`src/ddac_pkg.sv`:
```
// Shared types, constants and helpers for the dual deploy apogee controller.
`timescale 1ns / 1ps

package ddac_pkg;

   // Altitude samples are signed decimeters
   localparam int ALT_WIDTH = 24;
   // Threshold registers are unsigned decimeters
   localparam int THR_WIDTH = 23;
   // Sums carry one bit beyond the wider operand so they never overflow
   localparam int SUM_WIDTH = ((ALT_WIDTH > THR_WIDTH) ? ALT_WIDTH : (THR_WIDTH + 1)) + 1;
   localparam int CSR_INDEX_WIDTH = 2;

   typedef logic signed [ALT_WIDTH-1:0] alt_type;
   typedef logic [THR_WIDTH-1:0]        thr_type;
   typedef logic signed [SUM_WIDTH-1:0] sum_type;
   typedef logic [CSR_INDEX_WIDTH-1:0]  csr_index_type;
   typedef logic [1:0]                  flight_code_type;

   // Configuration register indexes
   localparam csr_index_type CSR_CLIMB_THRESHOLD   = 2'd0;
   localparam csr_index_type CSR_DESCENT_THRESHOLD = 2'd1;
   localparam csr_index_type CSR_MAIN_HEIGHT       = 2'd2;

   // Reset values of the configuration registers
   localparam thr_type CLIMB_THRESHOLD_RESET   = 23'd100;
   localparam thr_type DESCENT_THRESHOLD_RESET = 23'd50;
   localparam thr_type MAIN_HEIGHT_RESET       = 23'd3000;

   // Flight mode codes as shown on the result channel
   localparam flight_code_type FLIGHT_WAITING = 2'd0;
   localparam flight_code_type FLIGHT_RECORD  = 2'd1;
   localparam flight_code_type FLIGHT_DROGUE  = 2'd2;
   localparam flight_code_type FLIGHT_MAIN    = 2'd3;

   // Internal flight sequencer state
   typedef enum logic [3:0] {
      MODE_WAITING = 4'b0001,
      MODE_RECORD  = 4'b0010,
      MODE_DROGUE  = 4'b0100,
      MODE_MAIN    = 4'b1000
   } mode_type;

   typedef struct packed {
      alt_type altitude;
      logic    arm_released;
   } req_data_type;

   typedef struct packed {
      flight_code_type flight_mode;
      logic            drogue_fire;
      logic            main_fire;
      alt_type         min_altitude;
      alt_type         max_altitude;
   } rsp_data_type;

   typedef struct packed {
      logic          write_en;
      csr_index_type index;
      thr_type       wdata;
   } csr_write_type;

   function automatic sum_type alt_ext(alt_type a);
      return sum_type'(a);
   endfunction

   function automatic sum_type thr_ext(thr_type t);
      return sum_type'(t);
   endfunction

   function automatic flight_code_type flight_code(mode_type m);
      flight_code_type code;
      case (m)
         MODE_WAITING: code = FLIGHT_WAITING;
         MODE_RECORD:  code = FLIGHT_RECORD;
         MODE_DROGUE:  code = FLIGHT_DROGUE;
         MODE_MAIN:    code = FLIGHT_MAIN;
         default:      code = FLIGHT_WAITING;
      endcase
      return code;
   endfunction

endpackage

```
`src/ddac_track.sv`:
```
// Altitude tracking state, threshold registers and deploy decision logic.
`timescale 1ns / 1ps

module ddac_track (
   input  logic                  clock,
   input  logic                  reset,
   input  ddac_pkg::csr_write_type csr,
   input  logic                  item_accept,
   input  ddac_pkg::req_data_type  item,
   output ddac_pkg::rsp_data_type  result
);

   ddac_pkg::thr_type  climb_ff, climb_in;
   ddac_pkg::thr_type  descent_ff, descent_in;
   ddac_pkg::thr_type  main_height_ff, main_height_in;

   ddac_pkg::mode_type mode_ff, mode_in;
   ddac_pkg::alt_type  low_ff, low_in;
   ddac_pkg::alt_type  high_ff, high_in;
   logic               rising_ff, rising_in;
   logic               falling_ff, falling_in;
   logic               drogue_ff, drogue_in;
   logic               main_ff, main_in;

   // Decode configuration writes; unknown indexes are dropped
   always_comb begin
      climb_in       = climb_ff;
      descent_in     = descent_ff;
      main_height_in = main_height_ff;
      if (csr.write_en) begin
         case (csr.index)
            ddac_pkg::CSR_CLIMB_THRESHOLD:   climb_in       = csr.wdata;
            ddac_pkg::CSR_DESCENT_THRESHOLD: descent_in     = csr.wdata;
            ddac_pkg::CSR_MAIN_HEIGHT:       main_height_in = csr.wdata;
            default: ;
         endcase
      end
   end

   // Evaluate one sample in the same order the flight logic defines
   always_comb begin
      ddac_pkg::alt_type alt;
      alt        = item.altitude;
      mode_in    = mode_ff;
      low_in     = low_ff;
      high_in    = high_ff;
      rising_in  = rising_ff;
      falling_in = falling_ff;
      drogue_in  = drogue_ff;
      main_in    = main_ff;

      // Pulling the pin latches the ground reference and starts recording
      if (mode_ff == ddac_pkg::MODE_WAITING && item.arm_released) begin
         low_in  = alt;
         mode_in = ddac_pkg::MODE_RECORD;
      end

      if (mode_in != ddac_pkg::MODE_WAITING) begin
         if (alt < low_in) begin
            low_in = alt;
         end
         // Hold the maximum at zero until a climb is seen
         if (!rising_in && mode_in == ddac_pkg::MODE_RECORD) begin
            high_in = '0;
         end
         if (!rising_in &&
             ddac_pkg::alt_ext(alt) > ddac_pkg::alt_ext(low_in) + ddac_pkg::thr_ext(climb_ff)) begin
            rising_in = 1'b1;
         end
         if (rising_in && alt > high_in) begin
            high_in = alt;
         end
         // Apogee: drop past the threshold below the maximum fires the drogue
         if (rising_in &&
             ddac_pkg::alt_ext(alt) + ddac_pkg::thr_ext(descent_ff) < ddac_pkg::alt_ext(high_in)) begin
            falling_in = 1'b1;
            rising_in  = 1'b0;
            mode_in    = ddac_pkg::MODE_DROGUE;
            drogue_in  = 1'b1;
         end
         // Below main deploy height over ground fires the main
         if (falling_in &&
             ddac_pkg::alt_ext(alt) <
             ddac_pkg::alt_ext(low_in) + ddac_pkg::thr_ext(main_height_ff)) begin
            mode_in = ddac_pkg::MODE_MAIN;
            main_in = 1'b1;
         end
      end
   end

   // Result of the item presented this cycle
   always_comb begin
      result.flight_mode  = ddac_pkg::flight_code(mode_in);
      result.drogue_fire  = drogue_in;
      result.main_fire    = main_in;
      result.min_altitude = low_in;
      result.max_altitude = high_in;
   end

   // Update configuration on writes, state only on accepted items
   always_ff @(posedge clock) begin
      if (reset) begin
         climb_ff       <= ddac_pkg::CLIMB_THRESHOLD_RESET;
         descent_ff     <= ddac_pkg::DESCENT_THRESHOLD_RESET;
         main_height_ff <= ddac_pkg::MAIN_HEIGHT_RESET;
         mode_ff        <= ddac_pkg::MODE_WAITING;
         low_ff         <= '0;
         high_ff        <= '0;
         rising_ff      <= 1'b0;
         falling_ff     <= 1'b0;
         drogue_ff      <= 1'b0;
         main_ff        <= 1'b0;
      end else begin
         climb_ff       <= climb_in;
         descent_ff     <= descent_in;
         main_height_ff <= main_height_in;
         if (item_accept) begin
            mode_ff    <= mode_in;
            low_ff     <= low_in;
            high_ff    <= high_in;
            rising_ff  <= rising_in;
            falling_ff <= falling_in;
            drogue_ff  <= drogue_in;
            main_ff    <= main_in;
         end
      end
   end

endmodule

```
`src/dual_deploy_apogee_controller.sv`:
```
// Top level of the dual deploy apogee controller with its result buffer.
// A result is registered into the output entry, or into the skid entry while rsp_stall holds the output.
// Throughput: one item per cycle while req_stall is low; the tracking update is a single pass of compares.
// A two-entry result buffer keeps accepting while one result waits on rsp_stall.
// Reset (synchronous): waiting mode, fire lines low, min/max zero, thresholds default.
`timescale 1ns / 1ps

module dual_deploy_apogee_controller (
   input  logic                    clock,
   input  logic                    reset,
   input  logic                    req_valid,
   output logic                    req_stall,
   input  ddac_pkg::req_data_type  req_data,
   output logic                    rsp_valid,
   input  logic                    rsp_stall,
   output ddac_pkg::rsp_data_type  rsp_data,
   input  logic                    csr_write_en,
   input  ddac_pkg::csr_index_type csr_index,
   input  ddac_pkg::thr_type       csr_wdata
);

   ddac_pkg::csr_write_type csr;
   ddac_pkg::rsp_data_type  result;
   logic                    item_accept;
   logic                    rsp_taken;

   logic                    out_valid_ff, out_valid_in;
   ddac_pkg::rsp_data_type  out_data_ff, out_data_in;
   logic                    skid_valid_ff, skid_valid_in;
   ddac_pkg::rsp_data_type  skid_data_ff, skid_data_in;

   // Bundle the configuration write
   always_comb begin
      csr.write_en = csr_write_en;
      csr.index    = csr_index;
      csr.wdata    = csr_wdata;
   end

   // Stall only when the skid entry is occupied
   assign req_stall   = skid_valid_ff;
   assign item_accept = req_valid && !skid_valid_ff;
   assign rsp_taken   = out_valid_ff && !rsp_stall;

   ddac_track u_track (
      .clock       (clock),
      .reset       (reset),
      .csr         (csr),
      .item_accept (item_accept),
      .item        (req_data),
      .result      (result)
   );

   // Steer new results into the output or skid entry
   always_comb begin
      out_valid_in  = out_valid_ff;
      out_data_in   = out_data_ff;
      skid_valid_in = skid_valid_ff;
      skid_data_in  = skid_data_ff;
      if (rsp_taken) begin
         if (skid_valid_ff) begin
            out_data_in   = skid_data_ff;
            skid_valid_in = 1'b0;
         end else begin
            out_valid_in = item_accept;
            out_data_in  = result;
         end
      end else if (item_accept) begin
         if (out_valid_ff) begin
            skid_valid_in = 1'b1;
            skid_data_in  = result;
         end else begin
            out_valid_in = 1'b1;
            out_data_in  = result;
         end
      end
   end

   always_ff @(posedge clock) begin
      if (reset) begin
         out_valid_ff  <= 1'b0;
         skid_valid_ff <= 1'b0;
      end else begin
         out_valid_ff  <= out_valid_in;
         skid_valid_ff <= skid_valid_in;
      end
      out_data_ff  <= out_data_in;
      skid_data_ff <= skid_data_in;
   end

   assign rsp_valid = out_valid_ff;
   assign rsp_data  = out_data_ff;

endmodule

```
`config.mk`:
```
export PLATFORM = sky130hd
export DESIGN_NAME = dual_deploy_apogee_controller
export DESIGN_NICKNAME = d
export VERILOG_FILES = /design/src/ddac_pkg.sv /design/src/ddac_track.sv /design/src/dual_deploy_apogee_controller.sv
export SDC_FILE = /design/constraint.sdc
export NUM_CORES = 1
export LEC_CHECK = 0
export ABC_AREA = 1
export BUFFER_PORTS_ARGS = -buffer_cell sky130_fd_sc_hd__buf_2
export CORE_UTILIZATION = 45
export DETAILED_ROUTE_END_ITERATION = 8
export GPL_TIMING_DRIVEN = 0
export PLACE_DENSITY_LB_ADDON = 0.1
export SLEW_MARGIN = 20
export SYNTH_ARGS = -nofsm -noshare
export SYNTH_HDL_FRONTEND = slang
export SYNTH_SLANG_ARGS = --single-unit
```
`constraint.sdc`:
```
create_clock -name clock -period 13.35 [get_ports clock]
set_input_delay 2.0025 -clock clock [delete_from_list [all_inputs] [get_ports clock]]
set_output_delay 2.0025 -clock clock [all_outputs]
set_load 0.1 [all_outputs]
```
==> results.json, run 1 <==
{
  "finClkSkew_ns": 0.0129,
  "numCtsBuffers": 27,
  "remaining_drc_errors": 0,
  "path_class": "input port to flip-flop",
  "initial_core_util_pct": 45.8,
  "detail-route-antenna-nets": 0,
  "fin_nets": 2394,
  "syn-num-nets": 2254,
  "worst_pin_slew_ns": 1.04,
  "synth_warnings": 0,
  "path_delay_family": "simple AND/OR/NAND/NOR gates",
  "relSlewSlack_pct": 30.6,
  "drive_above_1_share_pct": 12.2,
  "die_h_um": 190,
  "maxClockFrequency_mhz": 84.2,
  "wl_per_cell_um": 17.5,
  "drv_cap": 0,
  "multiInputGateArea_um2": 8960,
  "fillers": 3364,
  "register_area_um2": 5670,
  "fin_crit_sh_pct": 89.0,
  "fin_crit_ns": 11.88,
  "post_cts_resized": 0,
  "die-area_um2": 36000,
  "synth.distinct_cells": 54,
  "cts_max_level": 1,
  "rsz0062_at_grt": "no",
  "n_antenna_cell": 0,
  "synth_area_leader_cell": "edfxtp_1",
  "vias": 13808,
  "track_usage_pct": 25.9,
  "cp_slowest_cell": "o21ai_0",
  "crit_start": "req_data[0]",
  "grt_pass1_wl_um": 72000,
  "mostFrequentLayoutCell": "nand2_1",
  "regToRegStartpoint": "u_track.mode_ff[2]$_SDFFE_PP0P_",
  "synth_seq_cells": 231,
  "grt_antenna_before_repair": 0,
  "synth.cell_area_um2": 15800,
  "ioPinCount": 109,
  "drt-initial-drc-count": 884,
  "final.setup.tns_ns": 0,
  "mostFrequentLayoutCells": "nand2_1, inv_1, ha_1",
  "synth_area_leaders": "edfxtp_1, dfxtp_1, ha_1",
  "slew_viol_final": 0,
  "io_buffers": 108,
  "hold_viol_final": 0,
  "crit_arrival_ns": 12.17,
  "syn_inst": 2009,
  "hpwl_um": 36600,
  "endpoint_kind": "flip-flop",
  "grt_start_max_net_pins": 29,
  "cts.reportedPaths.clkPinSlew_ns": 0.06,
  "synth_area_per_cell_um2": 7.89,
  "place.gp.congestion": 0.922,
  "crit_path_max_incr_delay_ns": 0.51,
  "cts_tree": "done",
  "die_x_um": 190,
  "crit_buf_inv": 8,
  "clock-root-buffer": "clkbuf_16",
  "areaGrowthSynthToFinish_pct": 12.7,
  "ys_seq_area_share_pct": 35.8,
  "reg2reg_setup_slack_ns": 2.53,
  "clk_path_buf_depth": 3,
  "grt_overflow": 0,
  "worstHoldStart": "u_track.drogue_ff$_SDFFE_PP0P_",
  "cp.required_ns": 13.64,
  "synth_top_area_share_pct": 19.7,
  "drtPass1Iterations": 5,
  "placeableCoreArea_um2": 34600,
  "vias_per_cell": 5.26,
  "wirelength_um": 46000,
  "grt_pass1_vias": 12965,
  "cp_max_fo": 10,
  "run_status": "completed",
  "postCtsSetupBuffers": 0,
  "cp-start-kind": "input port",
  "num_rows": 68,
  "cts_hold_buf": 0,
  "clock_sinks": 231,
  "clk_latency_ns": 0.54,
  "setup_viol": 0,
  "hold_path_class": "flip-flop to flip-flop",
  "cp_common_cell": "nand2_1"
}
kinds of logic after synthesis:
family                   Yosys count  synth area share [%]
multiplexers                      24                  1.52
AND/OR/NAND/NOR                  723                  19.3
buffers and inverters            309                  7.79
adder cells (fa/ha/maj)          190                  15.1
AO/OA/AOI/OAI                    465                  16.8
flip-flops                       231                  35.8
XOR/XNOR                          67                  3.70
worst reg2reg max path, delay by kind of cell, from the launching register on:
| kind | cells | cell delay, ns |
|---|---|---|
| simple gates | 31 | 4.07 |
| compound gates | 15 | 3.01 |
| fa+ha+maj | 5 | 1.78 |
| buf+inv | 7 | 1.20 |
| flops | 1 | 0.35 |
| xor+xnor | 1 | 0.14 |
metrics by stage:
stage	cells	setup slack, ns	hold WS (ns)	cell area [um^2]	utilization, %
after floorplan	2009	3.29	0.430	15800	-
after global placement	2572	1.06	0.445	17000	49.0
after detailed placement	2575	1.07	0.464	17000	49.2
after CTS	2625	1.59	0.472	17900	51.6
after global routing	2625	0.504	0.507	17900	51.6
final	2625	1.47	0.477	17900	51.6
state kept, by name, indices dropped and copies added, names as in the netlist:
register and cells:
rsp_data 52, rsp_valid 1, skid_data_ff 52, u_track.high_ff 24
u_track.descent_ff 23, u_track.climb_ff 23, u_track.low_ff 24, u_track.falling_ff 1
u_track.main_ff 1, u_track.drogue_ff 1, u_track.main_height_ff 23, req_stall 1
u_track.rising_ff 1, u_track.mode_ff 4
layer usage:
| metal | wire (um) | share of wire [%] | global-route usage, % |
|---|---|---|---|
| met1 | 23000 | 50 | 38.2 |
| met5 | 0 | 0 | 0 |
| met2 | 19400 | 42 | 39.6 |
| met3 | 2130 | 4.6 | 2.49 |
| met4 | 1510 | 3.3 | 8.50 |
synthesized netlist by cell type, drive strengths merged:
| master | instances |
|---|---|
| xor2 | 37 |
| fa | 3 |
| o311a | 1 |
| a31oi | 3 |
| nand4 | 19 |
| a21boi | 13 |
| and2 | 1 |
| o21ai | 242 |
| nand3b | 1 |
| o221a | 1 |
| ha | 187 |
| o21a | 5 |
| o211ai | 32 |
| a2111oi | 1 |
| nor2 | 168 |
| clkinv | 1 |
| buf | 16 |
| or2 | 22 |
| mux2i | 24 |
| a21oi | 148 |
| o21bai | 4 |
| nand2 | 427 |
| a221oi | 1 |
| nor4 | 4 |
| edfxtp | 104 |
| o2111ai | 1 |
| nor3 | 13 |
| inv | 240 |
| xnor2 | 30 |
| o221ai | 3 |
| nand3 | 68 |
| clkbuf | 52 |
| a21o | 7 |
| a211oi | 3 |
| dfxtp | 127 |
path summary, 6_finish.rpt:
| path | cells past startpoint | endpoint |
|---|---|---|
| min | 2 | u_track.drogue_ff$_SDFFE_PP0P_ |
| max | 59 | rsp_data[51]$_DFFE_PP_ |
| min reg2reg | 2 | u_track.drogue_ff$_SDFFE_PP0P_ |
| max reg2reg | 59 | rsp_data[51]$_DFFE_PP_ |
final cells by class:
type | count | area share [%]
repair buffers | 111 | 3.45
inverters | 241 | 5.08
flip-flops and latches | 231 | 31.7
clock inverters | 13 | 0.463
clock buffers | 37 | 4.05
well taps | 455 | 3.19
multi-input cells | 1469 | 50.2
plain buffers | 68 | 1.83
Power of run 1 is left out: the tool's default activity adds up to more than one toggle a clock period on the data nets, which glitch-free logic cannot reach.
==> run 2: changes to the inputs <==
- CTS_BUF_LIST: not set -> sky130_fd_sc_hd__clkbuf_16
- clock period: 13.35 -> 13.52 ns (I/O delays scaled with it)
==> results.json, run 2 (same netlist as run 1, synthesis figures left out) <==
{
  "mostFrequentLayoutCells": "nand2_1, inv_1, ha_1",
  "hpwl_um": 36600,
  "track_usage_pct": 25.9,
  "die_h_um": 190,
  "fin_cells": 2625,
  "numCtsBuffers": 27,
  "final_util_pct": 51.5,
  "fillers": 3368,
  "fin_nets": 2394,
  "grt_antenna_before_repair": 0,
  "die-area_um2": 36000,
  "areaGrowthSynthToFinish_pct": 12.6,
  "slew_viol_final": 0,
  "finClkSkew_ns": 0.0130,
  "final.setup.tns_ns": 0,
  "dp_cells": 2575,
  "maxClockFrequency_mhz": 84.1,
  "grt_pass1_vias": 12977,
  "remaining_drc_errors": 0,
  "rsz0062_at_grt": "no",
  "vias": 13856,
  "cts_hold_buf": 0,
  "drive_above_1_share_pct": 12.2,
  "endpoint_kind": "flip-flop",
  "cts.reportedPaths.clkPinSlew_ns": 0.06,
  "ioPinCount": 109,
  "crit_path_max_incr_delay_ns": 0.52,
  "register_area_um2": 5670,
  "fin_crit_sh_pct": 88.0,
  "postLayoutCellArea_um2": 17800,
  "crit_buf_inv": 8,
  "clock-root-buffer": "clkbuf_16",
  "cts_max_level": 1,
  "clk_path_buf_depth": 3,
  "fin_crit_ns": 11.90,
  "cp-start-kind": "input port",
  "place.gp.congestion": 0.922,
  "clock_sinks": 231,
  "crit_arrival_ns": 12.19,
  "setup_viol": 0,
  "grt_overflow": 0,
  "cp_slowest_cell": "o21ai_0",
  "mostFrequentLayoutCell": "nand2_1",
  "worst_pin_slew_ns": 1.04,
  "clk_latency_ns": 0.55,
  "run_status": "completed",
  "grt_pass1_wl_um": 72100,
  "post_cts_resized": 0,
  "drt-initial-drc-count": 893,
  "hold_path_class": "flip-flop to flip-flop",
  "cp_common_cell": "nand2_1",
  "path_class": "input port to flip-flop",
  "hold_viol_final": 0,
  "io_buffers": 108,
  "die_x_um": 190,
  "cp.required_ns": 13.81,
  "wirelength_um": 46000,
  "drv_cap": 0,
  "num_rows": 68,
  "cp_max_fo": 10,
  "initial_core_util_pct": 45.8,
  "postCtsSetupBuffers": 0,
  "multiInputGateArea_um2": 8960,
  "n_antenna_cell": 0,
  "wl_per_cell_um": 17.5,
  "path_delay_family": "simple AND/OR/NAND/NOR gates",
  "cts_tree": "done",
  "relSlewSlack_pct": 30.6,
  "vias_per_cell": 5.28,
  "detail-route-antenna-nets": 0,
  "postPlaceCellArea_um2": 17000,
  "grt_start_max_net_pins": 29,
  "drtPass1Iterations": 4,
  "placeableCoreArea_um2": 34600
}
run 2: cell types whose count changed in the layout (fill, tap and decap cells not counted):
| cell | before | now |
|---|---|---|
| clkbuf_1 | 61 | 52 |
| clkbuf_8 | 1 | 0 |
| inv_1 | 231 | 240 |
| clkinv_1 | 4 | 5 |
run 2: path summary, 6_finish.rpt:
check / from / to / slack, ns / cells past startpoint
max reg2reg: u_track.mode_ff[2]$_SDFFE_PP0P_ / rsp_data[51]$_DFFE_PP_ / 2.70 / 59
max: req_data[0] / rsp_data[51]$_DFFE_PP_ / 1.62 / 59
min: u_track.drogue_ff$_SDFFE_PP0P_ / u_track.drogue_ff$_SDFFE_PP0P_ / 0.47 / 2
min reg2reg: u_track.drogue_ff$_SDFFE_PP0P_ / u_track.drogue_ff$_SDFFE_PP0P_ / 0.47 / 2
run 2: stage by stage:
step                setup WS [ns]  hold slack (ns)
finish                       1.62            0.469
global route                0.648            0.507
CTS                          1.74            0.472
detailed placement           1.22            0.464
global placement             1.20            0.445
floorplan                    3.43            0.430
run 2: cell type report:
class / count / share of cell area, %
Inverter: 241 / 5.08
Tap cell: 455 / 3.19
Clock inverter: 23 / 0.673
Multi-Input combinational cell: 1469 / 50.2
Sequential cell: 231 / 31.8
Clock buffer: 27 / 3.79
Buffer: 68 / 1.83
Timing Repair Buffer: 111 / 3.45
run 2: worst min-delay path, cell delays in order (launching register included):
cell	delay, ns
dfxtp_1	0.30
inv_1	0.06
a21oi_1	0.06
run 2: metal layers:
layer  vias to the layer above  track usage [%]  part of all wire, %  wire, um
met4                         0             8.34                  3.2      1480
met5                         -                0                    0         0
met3                        62             2.69                  5.1      2360
li1                       7094                -                    -         -
met2                       345             39.6                   42     19400
met1                      6355             38.0                   49     22700
Power of run 2 is left out for the same reason.
